--- src/sv/wsd_pkg.sv ---
// Shared constants and types for the WebSocket frame deframer.
package wsd_pkg;

   localparam int BYTE_W      = 8;
   localparam int LEN_W       = 64;
   localparam int KEY_W       = 32;
   localparam int EXT_CNT_W   = 4;
   localparam int KEY_IDX_W   = 2;

   // Seven-bit length field codes
   localparam logic [6:0] LEN7_EXT16 = 7'h7E;
   localparam logic [6:0] LEN7_EXT64 = 7'h7F;

   // Extended length byte counts
   localparam logic [EXT_CNT_W-1:0] EXT16_BYTES = 4'd2;
   localparam logic [EXT_CNT_W-1:0] EXT64_BYTES = 4'd8;

   // Index of the last mask key byte
   localparam logic [KEY_IDX_W-1:0] KEY_LAST = 2'd3;

   // One result from the parser
   typedef struct packed {
      logic              valid;
      logic [BYTE_W-1:0] payload_byte;
      logic              frame_end;
      logic              empty_frame;
   } result_type;

endpackage

--- src/sv/websocket_frame_deframer.sv ---
// Top level of the WebSocket frame deframer: input and result registers around the parser.
//
//   channel  direction  handshake             payload
//   req      in         req_valid/req_ready   req_rx_byte[7:0]
//   rsp      out        rsp_valid/rsp_ready   rsp_payload_byte[7:0], rsp_frame_end,
//                                             rsp_empty_frame
//
// One byte is taken per cycle while req_ready is high.
// The rate is set by the single parse step between the input and result registers.
// Reset is synchronous and returns the parser to the first header byte.
// A stall on rsp holds the result; one more byte waits in the input register,
// then req_ready drops.
module websocket_frame_deframer (
   input  logic                        clock,
   input  logic                        reset,
   input  logic                        req_valid,
   output logic                        req_ready,
   input  logic [wsd_pkg::BYTE_W-1:0]  req_rx_byte,
   output logic                        rsp_valid,
   input  logic                        rsp_ready,
   output logic [wsd_pkg::BYTE_W-1:0]  rsp_payload_byte,
   output logic                        rsp_frame_end,
   output logic                        rsp_empty_frame
);
   import wsd_pkg::*;

   logic              in_valid_ff;
   logic [BYTE_W-1:0] in_byte_ff;
   logic              out_valid_ff;
   logic [BYTE_W-1:0] out_byte_ff;
   logic              out_end_ff;
   logic              out_empty_ff;
   logic              advance;
   result_type        result;

   // Move the held byte on when the result register is free or being taken
   assign advance   = in_valid_ff && (!out_valid_ff || rsp_ready);
   assign req_ready = !in_valid_ff || advance;

   wsd_parser u_parser (
      .clock   (clock),
      .reset   (reset),
      .step    (advance),
      .rx_byte (in_byte_ff),
      .result  (result)
   );

   // Hold the input byte until the parser takes it
   always_ff @(posedge clock) begin
      if (reset) begin
         in_valid_ff <= 1'b0;
      end else if (req_valid && req_ready) begin
         in_valid_ff <= 1'b1;
      end else if (advance) begin
         in_valid_ff <= 1'b0;
      end
   end

   always_ff @(posedge clock) begin
      if (req_valid && req_ready) begin
         in_byte_ff <= req_rx_byte;
      end
   end

   // Load the result register, drop it once transferred
   always_ff @(posedge clock) begin
      if (reset) begin
         out_valid_ff <= 1'b0;
      end else if (advance) begin
         out_valid_ff <= result.valid;
      end else if (rsp_ready) begin
         out_valid_ff <= 1'b0;
      end
   end

   always_ff @(posedge clock) begin
      if (advance && result.valid) begin
         out_byte_ff  <= result.payload_byte;
         out_end_ff   <= result.frame_end;
         out_empty_ff <= result.empty_frame;
      end
   end

   assign rsp_valid        = out_valid_ff;
   assign rsp_payload_byte = out_byte_ff;
   assign rsp_frame_end    = out_end_ff;
   assign rsp_empty_frame  = out_empty_ff;

endmodule

--- src/sv/wsd_parser.sv ---
// Header parser, length and key tracking, and payload unmasking.
module wsd_parser (
   input  logic                         clock,
   input  logic                         reset,
   input  logic                         step,
   input  logic [wsd_pkg::BYTE_W-1:0]   rx_byte,
   output wsd_pkg::result_type          result
);
   import wsd_pkg::*;

   typedef enum logic [2:0] {
      PH_HDR0    = 3'd0,
      PH_HDR1    = 3'd1,
      PH_EXTLEN  = 3'd2,
      PH_MASK    = 3'd3,
      PH_PAYLOAD = 3'd4
   } phase_type;

   phase_type              phase_ff, phase_in;
   logic                   bad_ff, bad_in;
   logic                   masked_ff, masked_in;
   logic [EXT_CNT_W-1:0]   ext_ff, ext_in;
   logic [LEN_W-1:0]       left_ff, left_in;
   logic [KEY_W-1:0]       key_ff, key_in;
   logic [KEY_IDX_W-1:0]   kidx_ff, kidx_in;

   // Work out the next state and the result for the byte at hand
   always_comb begin
      logic [6:0]        len7;
      logic              len_done;
      logic              hdr_done;
      logic [BYTE_W-1:0] kbyte;
      phase_in  = phase_ff;
      bad_in    = bad_ff;
      masked_in = masked_ff;
      ext_in    = ext_ff;
      left_in   = left_ff;
      key_in    = key_ff;
      kidx_in   = kidx_ff;
      result    = '0;
      len7      = rx_byte[6:0];
      len_done  = 1'b0;
      hdr_done  = 1'b0;
      kbyte     = '0;
      case (phase_ff)
         PH_HDR1: begin
            if (bad_ff) begin
               bad_in   = 1'b0;
               phase_in = PH_HDR0;
            end else begin
               masked_in = rx_byte[7];
               if (len7 < LEN7_EXT16) begin
                  left_in  = {{(LEN_W-7){1'b0}}, len7};
                  ext_in   = '0;
                  len_done = 1'b1;
               end else begin
                  left_in  = '0;
                  ext_in   = (len7 == LEN7_EXT16) ? EXT16_BYTES : EXT64_BYTES;
                  phase_in = PH_EXTLEN;
               end
            end
         end
         PH_EXTLEN: begin
            left_in  = {left_ff[LEN_W-BYTE_W-1:0], rx_byte};
            ext_in   = ext_ff - 1'b1;
            len_done = (ext_in == '0);
         end
         PH_MASK: begin
            key_in = {key_ff[KEY_W-BYTE_W-1:0], rx_byte};
            if (kidx_ff == KEY_LAST) begin
               hdr_done = 1'b1;
            end else begin
               kidx_in = kidx_ff + 1'b1;
            end
         end
         PH_PAYLOAD: begin
            if (masked_ff) begin
               kbyte = key_ff[(KEY_LAST - kidx_ff)*BYTE_W +: BYTE_W];
            end
            kidx_in             = kidx_ff + 1'b1;
            left_in             = left_ff - 1'b1;
            result.valid        = 1'b1;
            result.payload_byte = rx_byte ^ kbyte;
            if (left_in == '0) begin
               phase_in         = PH_HDR0;
               result.frame_end = 1'b1;
            end
         end
         default: begin
            bad_in   = (rx_byte[6:4] != 3'd0);
            phase_in = PH_HDR1;
         end
      endcase

      // Length complete: read the key, or finish the header
      if (len_done) begin
         if (masked_in) begin
            kidx_in  = '0;
            phase_in = PH_MASK;
         end else begin
            hdr_done = 1'b1;
         end
      end

      // Header complete: start the payload, or give the empty marker
      if (hdr_done) begin
         kidx_in = '0;
         if (left_in == '0) begin
            phase_in           = PH_HDR0;
            result.valid       = 1'b1;
            result.frame_end   = 1'b1;
            result.empty_frame = 1'b1;
         end else begin
            phase_in = PH_PAYLOAD;
         end
      end
   end

   // Hold parse state, advance on each byte taken
   always_ff @(posedge clock) begin
      if (reset) begin
         phase_ff  <= PH_HDR0;
         bad_ff    <= 1'b0;
         masked_ff <= 1'b0;
         ext_ff    <= '0;
         left_ff   <= '0;
         key_ff    <= '0;
         kidx_ff   <= '0;
      end else if (step) begin
         phase_ff  <= phase_in;
         bad_ff    <= bad_in;
         masked_ff <= masked_in;
         ext_ff    <= ext_in;
         left_ff   <= left_in;
         key_ff    <= key_in;
         kidx_ff   <= kidx_in;
      end
   end

endmodule
--- config.mk ---
export PLATFORM = sky130hd
export DESIGN_NAME = websocket_frame_deframer
export DESIGN_NICKNAME = d
export VERILOG_FILES = /design/src/sv/wsd_pkg.sv /design/src/sv/websocket_frame_deframer.sv /design/src/sv/wsd_parser.sv
export SDC_FILE = /design/constraint.sdc
export NUM_CORES = 1
export LEC_CHECK = 0
export BUFFER_PORTS_ARGS = -buffer_cell sky130_fd_sc_hd__buf_4
export CORE_ASPECT_RATIO = 1.1
export CORE_MARGIN = 4
export CORE_UTILIZATION = 55
export CTS_CLUSTER_SIZE = 12
export DETAILED_ROUTE_END_ITERATION = 7
export PLACE_DENSITY_LB_ADDON = 0.25
export SLEW_MARGIN = 20
export SYNTH_ARGS = -nofsm -noshare
export SYNTH_HDL_FRONTEND = slang
export SYNTH_SLANG_ARGS = --single-unit
--- constraint.sdc ---
create_clock -name clock -period 5.5 [get_ports clock]
set_input_delay 1.1 -clock clock [delete_from_list [all_inputs] [get_ports clock]]
set_output_delay 1.1 -clock clock [all_outputs]
set_load 0.03 [all_outputs]
==> results.md <==
- # resized after CTS: 0
- Leakage: 3.54 nW
- Final hold viol count: 0
- Asr flop ratio synth: 0
- Most used flip-flop cell after synthesis: dfxtp_1
- Worst path arrival time: 5160 ps
- Post-synthesis net count: 1,273
- Sw Pwr: 1.01 mW
- Synth top area share: 0.239
- Minimum clock period: 5080 ps
- Final Cycle Share: 0.925
- IO Pins: 24
- Vias per cell: 7.05
- Synth Instances: 1,254
- CP Class: reg -> reg
- Top delay family on crit path: simple AND/OR/NAND/NOR gates
- GRT Resource Usage Total: 0.378
- Clk sinks: 127
- GPL Wtd Cong: 1.08
- Area occupied by multi-input gates: 5870 um^2
- Layout net count: 1,243
- Reg2reg start: u_parser.left_ff[0]
- Largest net degree at the start of global routing: 80
- Inserted Clock Buffers: 17
- Vias in the first global route: 9,443
- Count of state elements after synthesis: 127
- P_int: 1.82 mW
- Worst endpoint required time: 5570 ps
- Die area: 18,700 um^2
- CP startpoint: u_parser.left_ff[0]
- Placed insts: 1,409
- Clock-pin slew on the worst setup and hold paths: 70 ps
- Fill cell count: 1,511
- P per Cell Area: 282 nW/um^2
- Hold crit path type: reg -> reg
- Die height: 143 um
- TNS Setup: 0 ps
- Root buffer cell: clkbuf_16
- Maximum vdd drop: 0.221 mV
- Synthesized cell area: 9130 um^2
- Slew headroom: 0.209
- Initial Utilization: 0.560
- First-pass GRT wire length: 54,800 um
- Yosys top cell by area: dfxtp_1
- # Post-CTS Setup Buffers: 0
- Reg power frac: 0.365
- DRT Pass-1 Iters: 6
- Area growth, synth to finish: 10.3%
- Grt ovf: 0
- Total core area: 16,300 um^2
- Fmax: 197 MHz
- Chip width: 131 um
- Max-cap violations: 0
- Slew Viols, Final: 0
- Syn avg cell area: 7.28 um^2
- Clock Skew: 12.4 ps
- Final Setup Violations: 0
- Post-CTS Hold Buffers: 0
- Most common cell after layout, fill and taps aside: nor2_1
- CP max-delay cell: a2111oi_0
- Worst Path Buf+Inv: 2
- Status: finished clean
- Final Instance Count excl. Fillers: 1,441
- Ratio of cells with drive above 1 in the final layout: 0.118
- Critical path peak fanout: 11
- Crit-path cells: inv_1 -> ha_1 -> nor3b_1 -> buf_4 -> nand4_1 -> or4_1 -> a2111oi_0 -> nor2_1 -> nor4bb_1 -> nand3_1 -> or4_4 -> a21oi_2
- CP Capture Type: register
- Worst Tran Pin Value: 1180 ps
- Comb power frac: 0.222
- IO Port Bufs: 23
- # rows: 49
- DRC: 0
- N_diodes: 0
- RSZ-0062 raised after global routing: no
- Longest Clk Path Bufs: 2
- Switch share: 0.358
- Final ANT Viol Nets: 0
- Number of flops mapped to enable cells by yosys: 18
- Commonest non-fill, non-tap cells in the layout: nor2_1, nand2_1, dfxtp_1
- CP peak stage delay: 790 ps
- CTS tree: yes
- Clock network fraction of total power: 0.413
- H-tree depth: 4
- Top post-synthesis cells by area: dfxtp_1, nor2_1, nand2_1, edfxtp_1, a21oi_1
- Final wirelength: 35,000 um
- Worst hold start: u_parser.key_ff[30]
- Synth cell types: 78
- 1st-iter DRT viols: 1,557
- Worst-Skew Late Latency: 440 ps
- Antenna violations before repair: 0
- Seq/Total Area, Yosys: 0.298
- Register area: 2720 um^2
- Vias after detailed routing: 10,164
- YS warnings: 0
- CP Launch Type: register
- HPWL after detailed placement: 24,800 um
- WL/cell: 24.3 um
## cell families (layout without fill, tap and decap cells)
family | Yosys count | count (layout) | synth area share
buf+inv | 141 | 124 | 0.0627
fa+ha+maj | 7 | 7 | 0.00959
compound gates | 330 | 330 | 0.233
flops | 127 | 127 | 0.298
xor+xnor | 46 | 46 | 0.0441
mux | 9 | 9 | 0.0208
simple gates | 594 | 594 | 0.331
## area by class of cell
cell class                 instances  share of cell area
multi-input combinational        986               0.582
sequential                       127               0.270
timing repair buffer              73              0.0544
clock buffer                      18              0.0447
tap                              204              0.0253
clock inverter                    14              0.0161
inverter                          19             0.00708
## synth_stat cells, drive strengths merged (4+ instances only)
cell / n
or3: 19
mux4: 8
o2111ai: 5
nand4b: 4
o21a: 5
nand3: 30
edfxtp: 18
and4: 9
a211oi: 35
or4: 14
nor2: 161
a32o: 6
nor2b: 4
a31o: 5
o31ai: 11
nand2: 159
nand2b: 6
a21o: 4
clkbuf: 94
buf: 28
o211ai: 7
and3: 8
nor4: 51
nor3: 59
a21oi: 95
ha: 7
nand3b: 5
a31oi: 11
and2: 6
o21ai: 77
dfxtp: 109
xnor2: 22
nor4b: 8
a21boi: 5
nor3b: 7
a22oi: 19
xor2: 24
nand4: 36
a221oi: 8
a2111oi: 4
inv: 19
a22o: 6
## stage by stage
stage	worst slack (ps)	hold WS [ps]	power (mW)	instance area, um^2	util
finish	415	457	2.84	10100	0.618
global route	97.0	476	2.93	10100	0.618
CTS	467	457	2.82	10100	0.618
detailed placement	487	447	1.65	9460	0.580
global placement	612	440	1.66	9460	0.580
floorplan	1360	433	1.45	9130	-
## power groups by stage
| stage | clock network, mW | registers [mW] | logic [mW] |
|---|---|---|---|
| after floorplan | 0 | 1.01 | 0.441 |
| after global placement | 0 | 1.05 | 0.604 |
| after detailed placement | 0 | 1.05 | 0.600 |
| after CTS | 1.18 | 1.03 | 0.604 |
| after global routing | 1.22 | 1.04 | 0.674 |
| final | 1.17 | 1.04 | 0.630 |
## sequential cells by signal, indices dropped and copies added, names as in the netlist
signal and count:
u_parser.left_ff 64, u_parser.key_ff 32, in_byte_ff 8, rsp_payload_byte 8, u_parser.ext_ff 4, u_parser.phase_ff 3, u_parser.kidx_ff 2, in_valid_ff 1
rsp_empty_frame 1, rsp_frame_end 1, rsp_valid 1, u_parser.bad_ff 1, u_parser.masked_ff 1
## worst reg2reg max path, cell delays in order (launching register included)
cell	delay, ps
dfxtp_1	380
inv_1	170
ha_1	260
nor3b_1	210
buf_4	210
nand4_1	160
or4_1	780
a2111oi_0	790
nor2_1	150
nor4bb_1	320
nand3_1	170
or4_4	620
a21oi_2	500
## per-layer routing
metal  part of all wire  track usage  vias up
met3              0.096       0.0737      197
li1                   -            -     4562
met4              0.071        0.232        0
met1               0.37        0.476     4691
met5                  0            0        -
met2               0.46        0.593      714
## path summary, 6_finish.rpt
path | cells past startpoint | end | slack (ps)
setup / recovery | 12 | rsp_frame_end | 420
hold / removal | 2 | u_parser.key_ff[30] | 460
setup reg to reg | 12 | rsp_frame_end | 420
hold reg to reg | 2 | u_parser.key_ff[30] | 460
Note: power is estimated with default switching activity, not from simulation.
